--- src/rtl/scpt_pkg.sv ---
// ----------------------------------------------------------------------------
// scpt_pkg: shared definitions for the sound CPU I/O page
// Command codes, page offsets, reset constants and the request and
// response structures passed between the top level and its sub-blocks.
// ----------------------------------------------------------------------------
`default_nettype none

package scpt_pkg;

  // Default number of implemented timers.
  localparam int NUM_TIMERS_DEF = 3;

  // Command codes carried by each input transaction.
  typedef enum logic [2:0] {
    CMD_CPU_RD  = 3'd0,
    CMD_CPU_WR  = 3'd1,
    CMD_HOST_RD = 3'd2,
    CMD_HOST_WR = 3'd3,
    CMD_TICK    = 3'd4
  } cmd_t;

  // Offsets within the I/O page (page base 0xF0).
  localparam logic [3:0] OFF_CTRL  = 4'h1;  // 0xF1 control
  localparam logic [3:0] OFF_DSP   = 4'h3;  // 0xF3 DSP data forward
  localparam logic [3:0] OFF_PORT0 = 4'h4;  // 0xF4 first mailbox port
  localparam logic [3:0] OFF_PORT3 = 4'h7;  // last mailbox port
  localparam logic [3:0] OFF_TGT0  = 4'hA;  // 0xFA first timer target
  localparam logic [3:0] OFF_TGT2  = 4'hC;  // last timer target
  localparam logic [3:0] OFF_CNT0  = 4'hD;  // 0xFD first timer counter

  // Control register bit positions for the mailbox clears.
  localparam int CTRL_CLR_LO_BIT = 4;
  localparam int CTRL_CLR_HI_BIT = 5;

  // Request to the timer bank.
  typedef struct packed {
    logic       tick;
    logic       ctrl_wr;
    logic       tgt_wr;
    logic [1:0] idx;
    logic [7:0] data;
  } tmr_req_t;

  // Read-back from the timer bank for the selected timer.
  typedef struct packed {
    logic [7:0] target;
    logic [7:0] count;
  } tmr_rsp_t;

  // Request to the mailbox ports.
  typedef struct packed {
    logic       cpu_wr;   // CPU writes a CPU-to-host byte
    logic       host_wr;  // host writes a host-to-CPU byte
    logic       clr_lo;   // clear ports 0 and 1, both directions
    logic       clr_hi;   // clear ports 2 and 3, both directions
    logic [1:0] idx;
    logic [7:0] data;
  } mbx_req_t;

  // Read-back from the mailbox ports at the requested index.
  typedef struct packed {
    logic [7:0] h2c;
    logic [7:0] c2h;
  } mbx_rsp_t;

endpackage

`default_nettype wire

--- src/rtl/scpt_timers.sv ---
// ----------------------------------------------------------------------------
// scpt_timers: prescaled timer bank
// Holds enable, target, prescaler and counter for each timer and advances
// every enabled timer on a tick.
// ----------------------------------------------------------------------------
`default_nettype none

module scpt_timers
  import scpt_pkg::*;
#(
  parameter int NUM_TIMERS = NUM_TIMERS_DEF
) (
  input  wire logic     clk,
  input  wire logic     rst_n,
  input  wire tmr_req_t req,
  output tmr_rsp_t      rsp
);

  logic       enable_r   [NUM_TIMERS];
  logic [7:0] target_r   [NUM_TIMERS];
  logic [7:0] prescale_r [NUM_TIMERS];
  logic [7:0] count_r    [NUM_TIMERS];

  // Timer state; every timer wraps at 8 bits.
  for (genvar i = 0; i < NUM_TIMERS; i++) begin : g_tmr
    logic [7:0] pre_inc;
    assign pre_inc = prescale_r[i] + 8'd1;

    always_ff @(posedge clk) begin
      if (!rst_n) begin
        enable_r[i]   <= 1'b0;
        target_r[i]   <= 8'd0;
        prescale_r[i] <= 8'd0;
        count_r[i]    <= 8'd0;
      end else begin
        if (req.ctrl_wr) begin
          enable_r[i] <= req.data[i];
        end
        if (req.tgt_wr && (req.idx == 2'(i))) begin
          target_r[i] <= req.data;
        end
        if (req.tick && enable_r[i]) begin
          if (pre_inc == target_r[i]) begin
            prescale_r[i] <= 8'd0;
            count_r[i]    <= count_r[i] + 8'd1;
          end else begin
            prescale_r[i] <= pre_inc;
          end
        end
      end
    end
  end

  // Read-back of the selected timer.
  always_comb begin
    rsp = '0;
    for (int i = 0; i < NUM_TIMERS; i++) begin
      if (req.idx == 2'(i)) begin
        rsp.target = target_r[i];
        rsp.count  = count_r[i];
      end
    end
  end

endmodule

`default_nettype wire

--- src/rtl/scpt_mailbox.sv ---
// ----------------------------------------------------------------------------
// scpt_mailbox: host/CPU mailbox ports
// Four host-to-CPU and four CPU-to-host bytes, with pairwise clears driven
// by the control register.
// ----------------------------------------------------------------------------
`default_nettype none

module scpt_mailbox
  import scpt_pkg::*;
(
  input  wire logic     clk,
  input  wire logic     rst_n,
  input  wire mbx_req_t req,
  output mbx_rsp_t      rsp
);

  logic [7:0] h2c_r [4];
  logic [7:0] c2h_r [4];

  // Port bytes; a clear of a pair takes both directions.
  for (genvar i = 0; i < 4; i++) begin : g_port
    logic clr;
    assign clr = (i < 2) ? req.clr_lo : req.clr_hi;

    always_ff @(posedge clk) begin
      if (!rst_n) begin
        h2c_r[i] <= 8'd0;
        c2h_r[i] <= 8'd0;
      end else begin
        if (clr) begin
          h2c_r[i] <= 8'd0;
          c2h_r[i] <= 8'd0;
        end else begin
          if (req.host_wr && (req.idx == 2'(i))) begin
            h2c_r[i] <= req.data;
          end
          if (req.cpu_wr && (req.idx == 2'(i))) begin
            c2h_r[i] <= req.data;
          end
        end
      end
    end
  end

  // Read-back at the requested index.
  assign rsp.h2c = h2c_r[req.idx];
  assign rsp.c2h = c2h_r[req.idx];

endmodule

`default_nettype wire

--- src/rtl/sound_cpu_io_ports_and_timers.sv ---
// ----------------------------------------------------------------------------
// sound_cpu_io_ports_and_timers: I/O page of the sound processor
// Mailbox ports, prescaled timers and the DSP write forward, driven by one
// command per transaction.
// ----------------------------------------------------------------------------
// The block accepts one transaction per clock while no stall holds it, and
// returns exactly one result for each, in order. A transaction is captured
// in the input register, then decoded and applied to the mailbox and timer
// state as it moves into the result register, which presents its result.
// The rate of one transaction per clock is set by that single decode step;
// a stalled result register holds the input register, which then stalls
// the input channel. Commands: CPU read, CPU write, host read, host write
// and tick; unhandled CPU offsets return bad_access with zero data.
`default_nettype none

module sound_cpu_io_ports_and_timers
  import scpt_pkg::*;
#(
  parameter int NUM_TIMERS = NUM_TIMERS_DEF
) (
  input  wire logic       clk,
  input  wire logic       rst_n,
  // Input channel
  input  wire logic       in_valid,
  output logic            in_stall,
  input  wire logic [2:0] in_cmd,
  input  wire logic [3:0] in_reg_offset,
  input  wire logic [1:0] in_host_port,
  input  wire logic [7:0] in_wdata,
  // Result channel
  output logic            out_valid,
  input  wire logic       out_stall,
  output logic [7:0]      out_rdata,
  output logic            out_bad_access,
  output logic            out_dsp_write_valid,
  output logic [7:0]      out_dsp_write_data
);

  logic       s1_valid_r;
  logic [2:0] s1_cmd_r;
  logic [3:0] s1_off_r;
  logic [1:0] s1_port_r;
  logic [7:0] s1_data_r;

  logic       out_valid_r;
  logic [7:0] rdata_r, rdata_nxt;
  logic       bad_r, bad_nxt;
  logic       dv_r, dv_nxt;
  logic [7:0] dd_r, dd_nxt;

  logic       advance;
  tmr_req_t   tmr_req;
  tmr_rsp_t   tmr_rsp;
  mbx_req_t   mbx_req;
  mbx_rsp_t   mbx_rsp;

  // The input register moves on when the result register is free or drained.
  assign advance  = s1_valid_r && (!out_valid_r || !out_stall);
  assign in_stall = s1_valid_r && !advance;

  // Input register.
  always_ff @(posedge clk) begin
    if (!rst_n) begin
      s1_valid_r <= 1'b0;
    end else if (!in_stall) begin
      s1_valid_r <= in_valid;
    end
  end

  always_ff @(posedge clk) begin
    if (in_valid && !in_stall) begin
      s1_cmd_r  <= in_cmd;
      s1_off_r  <= in_reg_offset;
      s1_port_r <= in_host_port;
      s1_data_r <= in_wdata;
    end
  end

  // Command decode, state update requests and result formation.
  always_comb begin
    logic       in_port;
    logic       in_tgt;
    logic       in_cnt;
    logic [1:0] tidx;
    logic       t_ok;

    in_port = (s1_off_r >= OFF_PORT0) && (s1_off_r <= OFF_PORT3);
    in_tgt  = (s1_off_r >= OFF_TGT0) && (s1_off_r <= OFF_TGT2);
    in_cnt  = (s1_off_r >= OFF_CNT0);
    tidx    = in_tgt ? 2'(s1_off_r - OFF_TGT0) : 2'(s1_off_r - OFF_CNT0);
    t_ok    = 32'(tidx) < NUM_TIMERS;

    tmr_req      = '0;
    tmr_req.idx  = tidx;
    tmr_req.data = s1_data_r;
    mbx_req      = '0;
    mbx_req.idx  = s1_off_r[1:0];
    mbx_req.data = s1_data_r;

    rdata_nxt = 8'd0;
    bad_nxt   = 1'b0;
    dv_nxt    = 1'b0;
    dd_nxt    = 8'd0;

    unique case (s1_cmd_r)
      CMD_CPU_RD: begin
        if (in_port) begin
          rdata_nxt = mbx_rsp.h2c;
        end else if (in_tgt && t_ok) begin
          rdata_nxt = tmr_rsp.target;
        end else if (in_cnt && t_ok) begin
          rdata_nxt = tmr_rsp.count;
        end else begin
          bad_nxt = 1'b1;
        end
      end
      CMD_CPU_WR: begin
        if (s1_off_r == OFF_CTRL) begin
          tmr_req.ctrl_wr = advance;
          mbx_req.clr_lo  = advance && s1_data_r[CTRL_CLR_LO_BIT];
          mbx_req.clr_hi  = advance && s1_data_r[CTRL_CLR_HI_BIT];
        end else if (s1_off_r == OFF_DSP) begin
          dv_nxt = 1'b1;
          dd_nxt = s1_data_r;
        end else if (in_port) begin
          mbx_req.cpu_wr = advance;
        end else if (in_tgt && t_ok) begin
          tmr_req.tgt_wr = advance;
        end else begin
          bad_nxt = 1'b1;
        end
      end
      CMD_HOST_RD: begin
        mbx_req.idx = s1_port_r;
        rdata_nxt   = mbx_rsp.c2h;
      end
      CMD_HOST_WR: begin
        mbx_req.idx     = s1_port_r;
        mbx_req.host_wr = advance;
      end
      CMD_TICK: begin
        tmr_req.tick = advance;
      end
      default: begin
      end
    endcase
  end

  scpt_mailbox u_mailbox (
    .clk   (clk),
    .rst_n (rst_n),
    .req   (mbx_req),
    .rsp   (mbx_rsp)
  );

  scpt_timers #(
    .NUM_TIMERS (NUM_TIMERS)
  ) u_timers (
    .clk   (clk),
    .rst_n (rst_n),
    .req   (tmr_req),
    .rsp   (tmr_rsp)
  );

  // Result register.
  always_ff @(posedge clk) begin
    if (!rst_n) begin
      out_valid_r <= 1'b0;
    end else if (!out_valid_r || !out_stall) begin
      out_valid_r <= s1_valid_r;
    end
  end

  always_ff @(posedge clk) begin
    if (advance) begin
      rdata_r <= rdata_nxt;
      bad_r   <= bad_nxt;
      dv_r    <= dv_nxt;
      dd_r    <= dd_nxt;
    end
  end

  assign out_valid           = out_valid_r;
  assign out_rdata           = rdata_r;
  assign out_bad_access      = bad_r;
  assign out_dsp_write_valid = dv_r;
  assign out_dsp_write_data  = dd_r;

  // A DSP forward is never also an unhandled access.
  a_dsp_not_bad : assert property (@(posedge clk) disable iff (!rst_n)
    out_valid |-> !(out_bad_access && out_dsp_write_valid))
    else $error("DSP forward flagged as bad access");

  // Forward data is zero unless a forward is signalled.
  a_dsp_data_zero : assert property (@(posedge clk) disable iff (!rst_n)
    (out_valid && !out_dsp_write_valid) |-> (out_dsp_write_data == 8'd0))
    else $error("DSP data without a DSP forward");

  // An unhandled access reads as zero.
  a_bad_rdata_zero : assert property (@(posedge clk) disable iff (!rst_n)
    (out_valid && out_bad_access) |-> (out_rdata == 8'd0))
    else $error("Bad access returned non-zero data");

  // The input side stalls only behind a held result.
  a_stall_cause : assert property (@(posedge clk) disable iff (!rst_n)
    in_stall |-> (out_valid && out_stall && s1_valid_r))
    else $error("Input stalled without a held result");

endmodule

`default_nettype wire
--- config.mk ---
export PLATFORM = sky130hd
export DESIGN_NAME = sound_cpu_io_ports_and_timers
export DESIGN_NICKNAME = d
export VERILOG_FILES = /design/src/rtl/scpt_pkg.sv /design/src/rtl/scpt_timers.sv /design/src/rtl/scpt_mailbox.sv /design/src/rtl/sound_cpu_io_ports_and_timers.sv
export SDC_FILE = /design/constraint.sdc
export NUM_CORES = 1
export LEC_CHECK = 0
export ABC_AREA = 1
export BUFFER_PORTS_ARGS = -buffer_cell sky130_fd_sc_hd__buf_4
export CORE_ASPECT_RATIO = 1.75
export CORE_UTILIZATION = 25
export CTS_BUF_LIST = sky130_fd_sc_hd__clkbuf_4 sky130_fd_sc_hd__clkbuf_8
export CTS_CLUSTER_SIZE = 12
export DETAILED_ROUTE_END_ITERATION = 8
export PLACE_DENSITY = 0.4
export SETUP_SLACK_MARGIN = 0.3
export SLEW_MARGIN = 10
export SYNTH_ARGS = -nofsm -noshare
export SYNTH_HDL_FRONTEND = slang
export SYNTH_SLANG_ARGS = --single-unit
--- constraint.sdc ---
create_clock -name clk -period 2.5 [get_ports clk]
set_input_delay 0.625 -clock clk [delete_from_list [all_inputs] [get_ports clk]]
set_output_delay 0.625 -clock clk [all_outputs]
set_load 0.01 [all_outputs]
==> out/metrics.yaml, run 1 <==
status: "complete, no violations"
fmax_mhz: 461
synth_top_area_cell: "edfxtp_1"
slew_viol_final: 0
fin_crit_sh: 0.868
grt_pass1_vias: 6863
synth_area_mm2: 0.00874
yosys-top-cells-area: "edfxtp_1 (59%), nand2_1 (8.5%), nor2_1 (8.5%), nand3_1 (5.3%), inv_1 (4.1%)"
die_area_mm2: 0.0357
totalPowerFinal_uw: 6250
vdd_ir_drop_max_mv: 0.437
synth_top_area_share: 0.594
drt-total-wl_um: 26800
clock_latency_ps: 510
grt_max_degree: 21
cts_tree: "done"
r2r_cells: 11
rows: 90
whs_path_depth: 1
crit_path_max_fanout: 7
cap_viol_max_count: 0
fin_hold_ws_ps: 281
yosys_warnings: 0
portBuffers: 40
fin_ws_ps: 329
tightest_slew_ps: 832
synth_area_per_cell_um2: 9.47
path_class: "reg2reg"
area_delta_synth_final_pct: 23.4
clockBufferDepth: 2
comb_power_share: 0.124
synth_commonest_cells: "nand2_1 (199), nor2_1 (198), edfxtp_1 (173)"
drtPass1Iterations: 5
synth_edf_count: 173
core_mm2: 0.0345
seqPwrFrac: 0.549
setup_viol: 0
ys_seq_elements: 176
synthFlopType: "edfxtp_1"
root_buffer: "clkbuf_8"
power.share.clock: 0.327
power_switching_uw: 1790
die_w_um: 143
io_pins: 41
clk_pin_slew_ps: 110
worst_ep_arrival_time_ps: 2440
numCtsBuffers: 17
critPathLaunchType: "flip-flop"
track_usage: 0.157
avgViaCountPerCell: 4.40
wl_per_cell_um: 17.8
worstPathRequired_ps: 2770
fin_nets: 1062
die-height_um: 249
ant_nets: 0
synthMostInstantiatedCell: "nand2_1"
clock_sinks: 176
fillers: 3690
async_flop_share: 0
max-slew-margin-rel: 0.444
hold_viol_final: 0
drive_gt1_frac: 0.218
preCtsSetupSlack_ps: 85.7
htreeDepth: 4
drtIter0Drc: 253
antenna_found_initial: 1
syn_nets: 953
grt_overflow: 0
initial_core_util: 0.254
post-route-drc-count: 0
min_period_ps: 2170
ys_types: 31
gp_congestion: 0.863
hpwl_um: 20400
power.internal_uw: 4460
hold_buffers: 0
fin_worst_skew_ps: 15.5
synthCells: 923
setup_tns_ps: 0
critPathCaptureType: "flip-flop"
powerDensity_mw_per_mm2: 579
vias: 6632
yosysSeqAreaShare: 0.601
rsz0062_at_grt: "yes"
leakage_uw: 0.00436
switching_share: 0.287
min_path_type: "in2reg"
grt_pass1_wl_um: 39600
per-layer routing:
| layer | GRT usage | routed length, um | vias to the layer above | share of wire |
|---|---|---|---|---|
| met1 | 0.140 | 8970 | 3150 | 0.34 |
| met4 | 0.0869 | 1270 | 0 | 0.048 |
| met3 | 0.0265 | 646 | 58 | 0.024 |
| li1 | - | - | 3307 | - |
| met5 | 0 | 0 | - | 0 |
| met2 | 0.318 | 15900 | 117 | 0.59 |
placed cells by master (no fill, tap or decap), types with 3 or more instances in the layout:
master	netlist	layout
a21oi_1	10	10
a22oi_1	16	16
buf_12	0	4
buf_4	1	99
buf_6	0	3
clkbuf_8	0	17
clkinvlp_4	0	5
dfxtp_1	3	3
edfxtp_1	173	173
ha_1	9	5
ha_2	0	3
inv_1	96	89
inv_2	0	5
inv_6	0	4
inv_8	0	4
nand2_1	199	178
nand2_2	4	22
nand2_4	0	3
nand3_1	93	82
nand3_2	6	16
nand3b_1	6	6
nand4_1	20	20
nor2_1	198	189
nor2_2	3	9
nor2_4	1	4
nor3_1	6	4
o21ai_0	12	10
or2_2	9	8
xnor2_1	14	12
xor2_1	17	15
state kept, by name, summed over array words and instances, names as in the netlist:
name,cells
out_dsp_write_data,8
out_dsp_write_valid,1
u_timers.target_r,24
s1_valid_r,1
s1_cmd_r,3
out_valid,1
out_rdata,8
s1_port_r,2
s1_off_r,4
u_timers.count_r,24
u_timers.enable_r,3
u_mailbox.h2c_r,32
out_bad_access,1
u_timers.prescale_r,24
u_mailbox.c2h_r,32
s1_data_r,8
what timing repair did:
| item | in CTS | in global routing |
|---|---|---|
| gates cloned | 1 | 1 |
| setup endpoints to repair | 157 | 184 |
| resized for setup | 20 | 53 |
| hold endpoints to repair | 0 | 0 |
| buffers inserted | 5 | 16 |
| pin swaps | 2 | 10 |
cell type report:
class | count | area (um2) | share of cell area
diodes | 1 | 2.50 | 0.000232
clock buffers | 17 | 234 | 0.0217
clock inverters | 15 | 166 | 0.0154
inverters | 97 | 372 | 0.0344
multi-input cells | 632 | 3300 | 0.305
flip-flops and latches | 176 | 5260 | 0.487
well taps | 460 | 576 | 0.0534
repair buffers | 107 | 882 | 0.0818
repair inverters | 1 | 5.00 | 0.000464
metrics by stage:
step / std cells / instance area, um2 / util
2_1_floorplan: 923 / 8750 / -
3_3_place_gp: 1450 / 9900 / 0.287
3_5_place_dp: 1450 / 9900 / 0.287
4_1_cts: 1488 / 10400 / 0.303
5_1_grt: 1506 / 10800 / 0.313
6_report: 1506 / 10800 / 0.313
critical path: stages, from the launching register on:
cell and delay, ps:
edfxtp_1 490, inv_2 80, nor2_1 160, nand2_1 90, nand2_2 130, nand2_1 120
buf_4 180, or2_2 270, nand4_1 150, a21oi_1 110, nand2_2 90, nand2_1 70
path summary, 6_finish.rpt:
path	from	to	slack, ps
worst min register to register	s1_valid_r	out_valid	490
worst max-delay path	s1_cmd_r[1]	out_rdata[1]	330
worst max register to register	s1_cmd_r[1]	out_rdata[1]	330
worst min-delay path	in_wdata[0]	s1_data_r[0]	280
logic make-up (layout without fill, tap and decap cells):
family                     after synthesis  after routing  share of synthesized area
DFF                                    176            176                      0.601
xor gates and xnor gates                31             31                     0.0311
other                                    0              1                          0
buffers and inverters                  115            237                     0.0508
adders and majority gates                9              9                     0.0129
AOI/OAI and AO/OA                       43             43                     0.0325
and+or+nand+nor                        549            549                      0.271
power groups by stage:
stage                     Sequential [uW]  Combinational, uW  Clock, uW
after floorplan                      3470                385          0
after global placement               3500                698          0
after detailed placement             3500                698          0
after CTS                            3430                723       2120
after global routing                 3440                847       2220
final                                3430                775       2040
No activity file was read; power rests on OpenSTA's default activity.
==> run 2, diff against run 1 <==
- RECOVER_POWER: default -> 25
==> run 2 against run 1 <==
Compared with the run above:
- critical endpoint is now out_dsp_write_data[4]
- critical path depth decreased by 6
- fmax decreased by 1.7%
- sequential cell count unchanged
- worst hold slack improved by 17 ps
- clock skew increased by 8.0 ps
- clock power about the same
- combinational power decreased by 2.7%
- die area unchanged
- clock-buffer cell count unchanged
- non-clock buffer count unchanged
- core utilization decreased by 0.31 points
- final cell count unchanged
==> out/metrics.yaml, run 2 (same netlist as run 1, synthesis figures left out) <==
clock_latency_ps: 520  # was 510 ps
die-height_um: 249  # unchanged
switching_share: 0.286  # was 0.287
r2r-end: "out_dsp_write_data[4]"  # was out_rdata[1]
antenna_found_initial: 1  # unchanged
drive_gt1_frac: 0.190  # was 0.218
min_path_type: "in2reg"  # unchanged
drt-total-wl_um: 26800  # about the same
fin_util: 0.310  # was 0.313
io_pins: 41  # unchanged
critPathCapture: "out_dsp_write_data[4]"  # was out_rdata[1]
path_class: "reg2reg"  # unchanged
hold_viol_final: 0  # unchanged
setup_viol: 0  # unchanged
drtPass1Iterations: 5  # unchanged
fillers: 3715  # was 3,690
critPathLaunchType: "flip-flop"  # unchanged
comb_power_share: 0.121  # was 0.124
root_buffer: "clkbuf_8"  # unchanged
clk_pin_slew_ps: 110  # about the same
avgViaCountPerCell: 4.41  # was 4.40
r2r_cells: 5  # was 11
vdd_ir_drop_max_mv: 0.436  # was 0.437 mV
grt_max_degree: 21  # unchanged
clock_sinks: 176  # unchanged
startpoint: "out_valid"  # was s1_cmd_r[1]
track_usage: 0.157  # unchanged
rows: 90  # unchanged
critPathCaptureType: "flip-flop"  # unchanged
die_area_mm2: 0.0357  # unchanged
cap_viol_max_count: 0  # unchanged
fin_worst_skew_ps: 23.5  # was 15.5 ps
max-slew-margin-rel: 0.251  # was 0.444
ant_nets: 0  # unchanged
numCtsBuffers: 17  # unchanged
r2r-start: "out_valid"  # was s1_cmd_r[1]
cts_tree: "done"  # unchanged
htreeDepth: 4  # unchanged
finalNonFillerCells: 1506  # unchanged
fmax_mhz: 453  # was 461 MHz
fin_crit_sh: 0.883  # was 0.868
fin_nets: 1062  # unchanged
grt_pass1_wl_um: 39600  # unchanged
final_common_cell: "nor2_1"  # unchanged
post-route-drc-count: 0  # unchanged
placed_cells: 1450  # unchanged
min_period_ps: 2210  # was 2170 ps
biggestRegsByFlops: "u_mailbox.c2h_r x32, u_mailbox.h2c_r x32"  # unchanged
die_w_um: 143  # unchanged
final_cell_mix: "nor2_1 (189), nand2_1 (179), edfxtp_1 (173)"  # was nor2_1 (189), nand2_1 (178), edfxtp_1 (173)
core_mm2: 0.0345  # unchanged
r2r_slack_ps: 290  # was 330 ps
multi_input_area_mm2: 0.00329  # was 0.00330 mm2
wl_per_cell_um: 17.8  # about the same
worstPathRequired_ps: 2630  # was 2770 ps
gp_congestion: 0.863  # unchanged
power.internal_uw: 4440  # was 4460 uW
crit_path_max_fanout: 14  # was 7
power.share.clock: 0.327  # about the same
fin_area_mm2: 0.0107  # was 0.0108 mm2
tightest_slew_ps: 1120  # was 832 ps
vias: 6635  # was 6,632
ff_latch_area_mm2: 0.00526  # unchanged
grt_pass1_vias: 6863  # unchanged
area_delta_synth_final_pct: 22.2  # was 23.4%
seqPwrFrac: 0.552  # was 0.549
portBuffers: 40  # unchanged
drtIter0Drc: 248  # was 253
setup_tns_ps: 0  # unchanged
status: "complete, no violations"  # unchanged
powerDensity_mw_per_mm2: 582  # was 579 mW/mm2
power_switching_uw: 1780  # was 1790 uW
placedInstanceArea_mm2: 0.00990  # unchanged
slew_viol_final: 0  # unchanged
leakage_uw: 0.00425  # was 0.00436 uW
worst_ep_arrival_time_ps: 2340  # was 2440 ps
rsz0062_at_grt: "yes"  # unchanged
hpwl_um: 20400  # unchanged
grt_overflow: 0  # unchanged
initial_core_util: 0.254  # unchanged
clockBufferDepth: 2  # unchanged
[run 2: changes by cell type in the layout (fill, tap and decap cells not counted), sizes merged]
cell	delta
clkbuf	+42
buf	-42
[run 2: per-layer routing]
metal  global-route usage  up-vias  share of wire
li1                     -     3305              -
met1                0.140     3171           0.34
met2                0.318      111           0.60
met3               0.0265       48          0.019
met4               0.0869        0          0.046
met5                    0        -              0
[run 2: worst min path at each step]
stage	slack [ps]	cells after the start	end	startpoint
2_1_floorplan	460	2	u_timers.enable_r[2]	u_timers.enable_r[2]
3_3_place_gp	470	2	u_timers.enable_r[2]	u_timers.enable_r[2]
3_5_place_dp	470	2	u_timers.enable_r[2]	u_timers.enable_r[2]
4_1_cts	230	1	s1_data_r[0]	in_wdata[0]
5_1_grt	250	1	s1_data_r[0]	in_wdata[0]
6_report	300	1	s1_data_r[0]	in_wdata[0]
[run 2: through the flow]
| step | hold slack (ps) | setup slack (ps) | total power [uW] |
|---|---|---|---|
| 6_report | 298 | 292 | 6220 |
| 5_1_grt | 254 | 171 | 6490 |
| 4_1_cts | 231 | 285 | 6270 |
| 3_5_place_dp | 475 | 85.7 | 4200 |
| 3_3_place_gp | 466 | 109 | 4200 |
| 2_1_floorplan | 456 | 327 | 3860 |
[run 2: worst max-delay path, cell delays in order (launching register included)]
cell      delay [ps]
dfxtp_1          320
nand2_1           90
nand2_1          220
clkbuf_1         240
inv_1            250
clkbuf_1         700
[run 2: cell type report]
| type | instances | area share |
|---|---|---|
| inverters | 97 | 0.0348 |
| flip-flops and latches | 176 | 0.492 |
| clock buffers | 17 | 0.0219 |
| multi-input cells | 632 | 0.308 |
| repair buffers | 107 | 0.0728 |
| diodes | 1 | 0.000234 |
| repair inverters | 1 | 0.000469 |
| well taps | 460 | 0.0539 |
| clock inverters | 15 | 0.0156 |
[run 2: power groups by stage]
stage / Clock (uW) / Sequential, uW / Combinational, uW
after CTS: 2120 / 3430 / 723
after floorplan: 0 / 3470 / 385
final: 2030 / 3430 / 754
after global placement: 0 / 3500 / 698
after global routing: 2220 / 3440 / 827
after detailed placement: 0 / 3500 / 698
[run 2: what timing repair did]
| action | in CTS | in global routing |
|---|---|---|
| setup buffers | 5 | 16 |
| endpoints found under the setup margin | 157 | 184 |
| endpoints found under the hold margin | 0 | 0 |
| pin swaps | 2 | 10 |
| hold buffers | 0 | 0 |
| gates cloned | 1 | 1 |
| gates resized for setup | 20 | 53 |
